[src/dmhq_pkg.sv]
// Package for the d-ary min-heap queue: widths, codes and shared types.
// No dependencies; used by the interface file and every module.
package dmhq_pkg;

    localparam int Capacity  = 256;
    localparam int AddrW     = 8;
    localparam int CountW    = 9;
    localparam int IdW       = 16;
    localparam int PriW      = 16;
    localparam int ArityW    = 4;
    localparam int ArityMin  = 2;
    localparam int ArityMax  = 8;

    typedef enum logic [1:0] {
        ST_INSERTED  = 2'd0,
        ST_EXTRACTED = 2'd1,
        ST_EMPTY     = 2'd2,
        ST_FULL      = 2'd3
    } t_status;

    localparam logic OP_INSERT  = 1'b0;
    localparam logic OP_EXTRACT = 1'b1;

    // Classified command from the front part to the back part.
    typedef struct packed {
        logic            op;
        logic [IdW-1:0]  task_id;
        logic [PriW-1:0] pri;
    } t_cmd;

    typedef struct packed {
        logic [IdW-1:0]  id;
        logic [PriW-1:0] pri;
    } t_slot;

endpackage

[src/dmhq_if.sv]
// Valid/ready channel interfaces for the heap queue.
// Depends on dmhq_pkg.
interface dmhq_in_if;
    logic                    valid;
    logic                    ready;
    logic                    op;
    logic [dmhq_pkg::IdW-1:0]  task_id;
    logic [dmhq_pkg::PriW-1:0] priority_req;
    modport source (output valid, op, task_id, priority_req, input ready);
    modport sink   (input valid, op, task_id, priority_req, output ready);
endinterface


[src/dmhq_front.sv]
// Front part: accept items into a two-entry command queue.
// Depends on dmhq_pkg and dmhq_if.
module dmhq_front (
    input  logic              i_clk,
    input  logic              i_rst_n,
    dmhq_in_if.sink           in_ch,
    output logic              o_cmd_valid,
    output dmhq_pkg::t_cmd    o_cmd,
    input  logic              i_cmd_take
);
    dmhq_pkg::t_cmd r_q [2];
    logic           r_wr, r_rd;
    logic [1:0]     r_cnt;
    logic           push;

    assign in_ch.ready = (r_cnt != 2'd2);
    assign push        = in_ch.valid && in_ch.ready;
    assign o_cmd_valid = (r_cnt != 2'd0);
    assign o_cmd       = r_q[r_rd];

    // Store the item payload
    always_ff @(posedge i_clk) begin
        if (push) begin
            r_q[r_wr] <= '{op: in_ch.op, task_id: in_ch.task_id, pri: in_ch.priority_req};
        end
    end

    // Advance queue pointers
    always_ff @(posedge i_clk) begin
        if (!i_rst_n) begin
            r_wr <= 1'b0;
            r_rd <= 1'b0;
            r_cnt <= 2'd0;
        end else begin
            if (push) r_wr <= ~r_wr;
            if (i_cmd_take) r_rd <= ~r_rd;
            r_cnt <= r_cnt + {1'b0, push} - {1'b0, i_cmd_take};
        end
    end

`ifndef SYNTHESIS
    a_no_take_empty: assert property (@(posedge i_clk) disable iff (!i_rst_n)
        i_cmd_take |-> o_cmd_valid) else $error("take from empty queue");
    a_cnt_range: assert property (@(posedge i_clk) disable iff (!i_rst_n)
        r_cnt != 2'd3) else $error("queue count overflow");
    a_full_stall: assert property (@(posedge i_clk) disable iff (!i_rst_n)
        (r_cnt == 2'd2) |-> !in_ch.ready) else $error("accept while full");
`endif
endmodule

[src/flat_wrapper.sv]
// flat-port wrapper written by rule: the top's interface ports become plain ports
module dmhq_front_flat 
  (i_clk, i_rst_n, o_cmd_valid, o_cmd, i_cmd_take, in_ch_valid, in_ch_op, in_ch_task_id, in_ch_priority_req, in_ch_ready);
  dmhq_in_if in_ch_i ();
  input  logic i_clk;
  input  logic i_rst_n;
  output logic o_cmd_valid;
  output dmhq_pkg::t_cmd o_cmd;
  input  logic i_cmd_take;
  input wire logic [$bits(in_ch_i.valid)-1:0] in_ch_valid;
  input wire logic [$bits(in_ch_i.op)-1:0] in_ch_op;
  input wire logic [$bits(in_ch_i.task_id)-1:0] in_ch_task_id;
  input wire logic [$bits(in_ch_i.priority_req)-1:0] in_ch_priority_req;
  output wire logic [$bits(in_ch_i.ready)-1:0] in_ch_ready;
  assign in_ch_i.valid = in_ch_valid;
  assign in_ch_i.op = in_ch_op;
  assign in_ch_i.task_id = in_ch_task_id;
  assign in_ch_i.priority_req = in_ch_priority_req;
  assign in_ch_ready = in_ch_i.ready;
  dmhq_front u_core (.i_clk(i_clk), .i_rst_n(i_rst_n), .in_ch(in_ch_i), .o_cmd_valid(o_cmd_valid), .o_cmd(o_cmd), .i_cmd_take(i_cmd_take));
endmodule
[config.mk]
export PLATFORM = sky130hd
export DESIGN_NAME = dmhq_front_flat
export DESIGN_NICKNAME = d
export VERILOG_FILES = /design/src/dmhq_pkg.sv /design/src/dmhq_if.sv /design/src/dmhq_front.sv /design/src/flat_wrapper.sv
export SDC_FILE = /design/constraint.sdc
export NUM_CORES = 1
export LEC_CHECK = 0
export BUFFER_PORTS_ARGS = -buffer_cell sky130_fd_sc_hd__buf_4
export CAP_MARGIN = 20
export CORE_MARGIN = 3
export CORE_UTILIZATION = 36
export DETAILED_ROUTE_END_ITERATION = 12
export PLACE_DENSITY = 0.6
export SLEW_MARGIN = 10
export SYNTH_ARGS = -nofsm -noshare
export SYNTH_HDL_FRONTEND = slang
export SYNTH_SLANG_ARGS = --single-unit
[constraint.sdc]
create_clock -name i_clk -period 5.6 [get_ports i_clk]
set_clock_uncertainty 0.1 [all_clocks]
set_input_delay 0.28 -clock i_clk [delete_from_list [all_inputs] [get_ports i_clk]]
set_output_delay 0.28 -clock i_clk [all_outputs]
set_load 0.03 [all_outputs]
==> impl_metrics.ini, run 1 <==
[hold_path]
min_path_cells = 1
hold_path.class = in2reg
worstHoldStart = in_ch_task_id[15]
whs_endpoint = u_core.r_q[0][31]

[final_layout]
post-route-util = 0.490
diodes = 0
drive_gt1_frac = 0.593
final_cell_mix = buf_4, edfxtp_1, mux2_4
fin_nets = 247
syn2layout_area_growth_pct = 30.5
final_common_cell = buf_4

[critical_path]
rr_startpoint = u_core.r_cnt[0]
worstSetupPathType = reg2out
worstSetupEndpointType = primary output
r2r-end = u_core.r_q[1][5]
start_kind = flop
cp_data_arrival_time_ns = 1.71
required_ns = 5.22
r2r_cells = 2
critPathMaxFanout = 22
worst-r2r-setup-slack_ns = 3.82

[run]
drv_cap = 0

[cts]
clk_latency_ns = 0.33
cts_buffers = 9
post_cts_resized = 0
h-tree-depth = 3
cts-root-buf = clkbuf_8
clk_pin_slew_ns = 0.07
clock-sinks = 71
cts_setup_buffers = 0
ctsHoldBuffers = 0
cts_tree = built
clock_path_buffers = 2

[power]
p_sw_uw = 328
p_int_uw = 976
power_density_mw_per_mm2 = 361
switching_share = 0.251
seq_power_share = 0.494
ir_worst_vdd_v = 0.000163
leakage_nw = 1.43
clock_power_share = 0.312
power_frac_comb = 0.194

[sta]
post-route-min-period_ns = 2.09
finalSetupTns_ns = 0
period_share = 0.374
finalMaxSlewViolations = 0
rsz0062_at_grt = false
fmax_mhz = 478
finalSetupViolations = 0
slew_headroom = 0.445
tightest_slew_ns = 0.832
setup_ws_ns = 3.51
finalHoldViolCount = 0

[grt]
overflow = 0
grt_pass1_vias = 1381
grt_pass1_wl_um = 6950
grt_usage = 0.110
antenna_found_initial = 0
grt_max_degree = 34

[yosys]
avgSynthCellArea_um2 = 21.5
synth_fp_nets = 167
ys_ff_latch = 71
post-synth-top-area-fraction = 0.716
ys_seq_area_frac = 0.752
yosysTopAreaCell = edfxtp_1
ys_warn_count = 0
synth_area_leaders = edfxtp_1, mux2_4, dfxtp_1
syn_area_mm2 = 0.00277
syn_inst = 129
synth_cell_type_count = 22

[floorplanning]
io_pins = 72
dieArea_mm2 = 0.00878
row_count = 31
start_util = 0.376
core_mm2 = 0.00737
die_x_um = 93.7
die_h_um = 93.7

[route]
wl_per_cell_um = 14.9
drc = 0
wl_um = 4660
firstDrtPassIters = 4
first_iter_violations = 49
num_vias = 1377
viasPerCell = 4.40
ant_nets = 0

[placement]
io_buffers = 71
hpwl_um = 2970
gp_congestion = 0.625
dp_slack_ns = 3.53

[outcome]
status = finished clean
[cell usage after synthesis (all sizes together)]
cell type and count:
and3 2, a21oi 1, xor2 1, nand2b 2, mux2 33, ha 1
and2b 1, inv 2, a21bo 1, and2 2, a21boi 1, nand2 2
or2 1, o21a 1, mux2i 2, edfxtp 66, dfxtp 5, buf 4
nand3b 1
[flip-flops by register name, indices dropped and copies added (netlist names), named ones only]
signal / cells
u_core.r_rd: 1
u_core.r_cnt: 2
u_core.r_wr: 1
u_core.r_q: 66
[critical path, stage by stage (launching register included)]
cell and delay (ns):
dfxtp_2 0.60, buf_12 0.26, mux2_2 0.35, buf_4 0.17
[cell families after synthesis]
kind of cell             after synthesis  share of synthesized area
flip-flops                            71                      0.752
XOR/XNOR                               1                    0.00316
buffers and inverters                  6                     0.0190
adder cells (fa/ha/maj)                1                    0.00452
AO/OA/AOI/OAI                          4                     0.0122
multiplexers                          35                      0.182
AND/OR/NAND/NOR                       11                     0.0271
[area by class of cell]
type,count,area [µm²]
Sequential cell,71,2080
Clock inverter,3,42.5
Tap cell,99,124
Fill cell,649,3760
Inverter,2,7.51
Timing Repair Buffer,73,561
Multi-Input combinational cell,52,636
Clock buffer,13,159
[worst max path at each step]
stage / to / slack [ns] / depth (start not counted)
global route: o_cmd[1] / 3.41 / 3
finish: o_cmd[1] / 3.51 / 3
floorplan: u_core.r_q[1][0] / 3.68 / 2
global placement: o_cmd[1] / 3.55 / 2
detailed placement: o_cmd[1] / 3.53 / 2
CTS: o_cmd[1] / 3.16 / 2
[power by group through the flow]
stage	clock, mW	sequential [mW]	combinational (mW)
global placement	0	0.663	0.246
CTS	0.419	0.653	0.248
detailed placement	0	0.665	0.247
global route	0.443	0.648	0.268
floorplan	0	0.649	0.174
finish	0.407	0.644	0.253
[through the flow]
stage	instances	hold WS, ns	cell area, µm²	total power [mW]
after CTS	312	0.0140	3590	1.32
after global placement	296	0.366	3390	0.909
after global routing	313	0.00440	3610	1.36
after detailed placement	296	0.368	3390	0.913
after floorplan	129	0.279	2770	0.823
final	313	0.0316	3610	1.30
[layer usage]
| metal | global-route usage | wire length [µm] | vias up |
|---|---|---|---|
| met1 | 0.125 | 1920 | 673 |
| met4 | 0.0722 | 111 | 0 |
| met5 | 0 | 0 | - |
| met3 | 0.0296 | 223 | 9 |
| met2 | 0.181 | 2400 | 40 |
| li1 | - | - | 655 |
Note: power is estimated with default switching activity, not from simulation.
==> inputs of run 2 (changes only) <==
- ABC_AREA: unset -> 1
- PLACE_DENSITY: 0.6 -> 0.62
- clock period: 5.6 -> 1.91 ns (I/O delays scaled with it)
==> impl_metrics.ini, run 2 <==
[yosys]
yosysTopAreaCell = edfxtp_1
syn_area_mm2 = 0.00276
synth_fp_nets = 175
synth_cell_type_count = 12
ys_seq_area_frac = 0.755
ys_warn_count = 0
ys_ff_latch = 71
synth_edf_count = 66
avgSynthCellArea_um2 = 20.1
synth_area_leaders = edfxtp_1, mux2_4, dfxtp_1
post-synth-top-area-fraction = 0.719
ys.flop_type = edfxtp_1
synth.most_common_cell = edfxtp_1
syn_inst = 137
synthTopCellsByCount = edfxtp_1, mux2_4, nand2_1, nor2_1
synthArstFlopShare = 0

[power]
seq_power_share = 0.479
switching_share = 0.250
ir_worst_vdd_v = 0.000386
leakage_nw = 1.61
clock_power_share = 0.328
p_sw_uw = 983
p_int_mw = 2.95
power_frac_comb = 0.193
power_density_mw_per_mm2 = 981

[grt]
antenna_found_initial = 0
grt_pass1_vias = 1549
overflow = 0
grt_usage = 0.119
grt_pass1_wl_um = 7670
grt_max_degree = 34

[critical_path]
crit_chain = buf_12 > mux2_4 > buf_4
start_kind = flop
cp_top_family = flip-flops
worstSetupEndpointType = primary output
cp_data_arrival_time_ns = 1.60
slowest_stage = dfxtp_2
worstSetupPathType = reg2out
critPathMaxFanout = 14
cp_num_buf_inv = 2
slowest_delay_ns = 0.56
required_ns = 1.71

[placement]
placed_cells = 308
dp_slack_ns = 0.422
gp_congestion = 0.709
io_buffers = 71
hpwl_um = 3290

[sta]
period_share = 0.940
hold_ws_ns = 0.0381
rsz0062_at_grt = false
slew_headroom = 0.756
post-route-min-period_ns = 1.79
finalSetupViolations = 0
tightest_slew_ns = 0.366
fmax_mhz = 557
finalMaxSlewViolations = 0
setup_ws_ns = 0.115
finalHoldViolCount = 0

[final_layout]
final_cells = 359
fin_nets = 293
drive_gt1_frac = 0.492
top_register = u_core.r_q
syn2layout_area_growth_pct = 45.2
diodes = 0
final_common_cell = buf_4
fillers = 588
post-route-util = 0.546
largest_reg_flops = 66
final_cell_mix = buf_4, edfxtp_1, dlygate4sd3_1
reg_top3 = u_core.r_q x66, u_core.r_cnt x2

[cts]
clock_path_buffers = 2
clk_pin_slew_ns = 0.07
clock-sinks = 71
cts_tree = built
h-tree-depth = 3
post_cts_resized = 0
cts-root-buf = clkbuf_8
clk_latency_ns = 0.33
cts_buffers = 9

[floorplanning]
row_count = 31
dieArea_mm2 = 0.00875
start_util = 0.376
core_mm2 = 0.00733
io_pins = 72
die_h_um = 93.5
die_x_um = 93.5

[run]
drv_cap = 0

[route]
drc = 0
ant_nets = 0
viasPerCell = 4.24
wl_per_cell_um = 13.7
wl_um = 4920
firstDrtPassIters = 4
first_iter_violations = 109
num_vias = 1522

[hold_path]
hold_path.class = in2reg

[outcome]
status = finished clean
[run 2: changes by cell type in the layout (fill, tap and decap cells not counted), moves of 3 or more]
cell | previous run | this run
nand2_1 | 2 | 13
nor2_1 | 0 | 6
inv_1 | 2 | 5
dlygate4sd3_1 | 0 | 35
[run 2: final timing paths]
kind              startpoint  cells past startpoint                end  slack, ns
max reg2reg  u_core.r_cnt[0]                      5  u_core.r_q[1][19]       0.42
min              in_ch_valid                      4    u_core.r_cnt[0]       0.04
min reg2reg      u_core.r_rd                      2        u_core.r_rd       0.41
max                     flop                      3           o_cmd[6]       0.12
[run 2: logic make-up (layout without fill, tap and decap cells)]
group	Yosys count	in the layout	share of synthesized area
adders and majority gates	1	1	0.00454
buffers and inverters	9	132	0.0327
AOI/OAI and AO/OA	1	1	0.00181
DFF	71	71	0.755
muxes	33	33	0.176
and+or+nand+nor	22	22	0.0304
[run 2: routing by layer]
metal | track usage | up-vias | wire length [µm]
met5 | 0 | - | 0
met4 | 0.0769 | 0 | 118
met3 | 0.0265 | 11 | 227
met2 | 0.184 | 46 | 2370
met1 | 0.151 | 718 | 2200
li1 | - | 747 | -
[run 2: final cells by class]
cell class	count	area, µm²	share of cell area
Clock buffer	9	124	0.0309
Clock inverter	7	95.1	0.0238
Inverter	5	18.8	0.00469
Multi-Input combinational cell	57	601	0.150
Sequential cell	71	2080	0.520
Tap cell	99	124	0.0309
Timing Repair Buffer	111	958	0.239
[run 2: power by group through the flow]
stage                     Combinational, mW  Sequential (mW)  Clock, mW
final                                 0.759             1.88       1.29
after global routing                  0.809             1.89       1.39
after CTS                             0.768             1.88       1.33
after detailed placement              0.708             1.92          0
after global placement                0.703             1.91          0
after floorplan                       0.460             1.90          0
[run 2: repair_timing]
action,in CTS,in global routing
endpoints found under the hold margin,71,0
hold buffers,35,0
setup buffers,0,0
[run 2: per-stage QoR]
step           TNS [ns]  area [µm²]  power, mW
2_1_floorplan    -17.86        2760       2.36
3_3_place_gp          0        3430       2.62
3_5_place_dp          0        3430       2.63
4_1_cts               0        4000       3.98
5_1_grt               0        4000       4.09
6_report              0        4000       3.93
[run 2: worst reg2reg max path: stages (launching register included)]
cell,delay [ns]
dfxtp_1,0.31
inv_1,0.06
nand2_1,0.10
nand2_1,0.19
nor2_4,0.13
buf_4,0.29
==> inputs of run 3 (changes only) <==
- ABC_AREA: 1 -> unset
==> impl_metrics.ini, run 3 (synthesis gave the netlist of run 1 again) <==
[outcome]
status = finished clean

[route]
wl_um = 4770
drc = 0
ant_nets = 0
wl_per_cell_um = 13.6
viasPerCell = 4.31
num_vias = 1517
firstDrtPassIters = 4
first_iter_violations = 49

[sta]
rsz0062_at_grt = false
period_share = 0.846
finalSetupViolations = 0
tightest_slew_ns = 0.315
fmax_mhz = 619
hold_ws_ns = 0.392
finalHoldViolCount = 0
slew_headroom = 0.790
finalSetupTns_ns = 0
post-route-min-period_ns = 1.62
setup_ws_ns = 0.295
finalMaxSlewViolations = 0

[power]
leakage_nw = 1.58
power_density_mw_per_mm2 = 922
ir_worst_vdd_v = 0.000406

[placement]
hpwl_um = 3060
gp_congestion = 0.670
io_buffers = 71
dp_slack_ns = 0.397

[final_layout]
syn2layout_area_growth_pct = 42.8
drive_gt1_frac = 0.514
diodes = 0
fin_nets = 287
final_common_cell = buf_4
top_register = u_core.r_q
fillers = 627
seq_area_mm2 = 0.00208
largest_reg_flops = 66
multi_input_area_um2 = 636
reg_top3 = u_core.r_q x66, u_core.r_cnt x2
final_cell_mix = buf_4, edfxtp_1, dlygate4sd3_1

[critical_path]
worstSetupPathType = reg2out
slowest_delay_ns = 0.36
path_common_cell = buf_4
start_kind = flop
cp_data_arrival_time_ns = 1.42
critPathMaxFanout = 10
r2r_cells = 5
crit_chain = buf_4 > mux2_4 > buf_4
worstSetupEndpointType = primary output
required_ns = 1.71
slowest_stage = dfxtp_2

[cts]
clock-sinks = 71
clock_path_buffers = 2
cts_setup_buffers = 0
ctsHoldBuffers = 36
h-tree-depth = 3
cts_tree = built
cts_buffers = 9
clk_pin_slew_ns = 0.07
post_cts_resized = 0
clk_latency_ns = 0.32
cts-root-buf = clkbuf_8

[floorplanning]
die_h_um = 93.7
row_count = 31
core_mm2 = 0.00737
dieArea_mm2 = 0.00878
io_pins = 72
die_x_um = 93.7
start_util = 0.376

[grt]
grt_pass1_vias = 1585
grt_usage = 0.112
grt_max_degree = 24
overflow = 0
grt_pass1_wl_um = 7250
antenna_found_initial = 0

[run]
drv_cap = 0

[hold_path]
min_path_cells = 2
hold_path.class = in2reg
-- run 3: cell type report --
cell class,count,area share
clock buffers,10,0.0323
clock inverters,5,0.00664
inverters,2,0.00190
multi-input cells,52,0.161
flip-flops and latches,71,0.527
well taps,99,0.0313
repair buffers,113,0.240
-- run 3: per-layer routing --
metal | vias to the layer above | track usage | wire length (µm)
met5 | - | 0 | 0
met4 | 0 | 0.0722 | 92
met3 | 10 | 0.0361 | 270
met2 | 52 | 0.198 | 2540
met1 | 721 | 0.112 | 1870
li1 | 734 | - | -
-- run 3: path summary, 6_finish.rpt --
check | startpoint | to | slack, ns
max | flop | o_cmd[2] | 0.29
max reg2reg | u_core.r_cnt[0] | u_core.r_cnt[1] | 0.38
min | in_ch_task_id[13] | u_core.r_q[1][29] | 0.39
min reg2reg | u_core.r_wr | u_core.r_wr | 0.47
-- run 3: where the power goes --
part	switching, mW	internal [mW]
Clock	0.490	0.452
Sequential	0.0350	1.84
Combinational	0.423	0.405
-- run 3: stage by stage --
stage	cell area (µm²)	utilization	power (mW)	instances
CTS	3960	0.537	3.71	352
floorplan	2770	-	2.41	129
finish	3960	0.537	3.65	352
global route	3960	0.537	3.80	352
global placement	3440	0.467	2.68	301
detailed placement	3440	0.467	2.69	301
-- run 3: worst max-delay path, delay by kind of cell, from the launching register on --
family / cells / cell delay, ns
multiplexers: 1 / 0.33
buffers and inverters: 2 / 0.40
flip-flops: 1 / 0.36
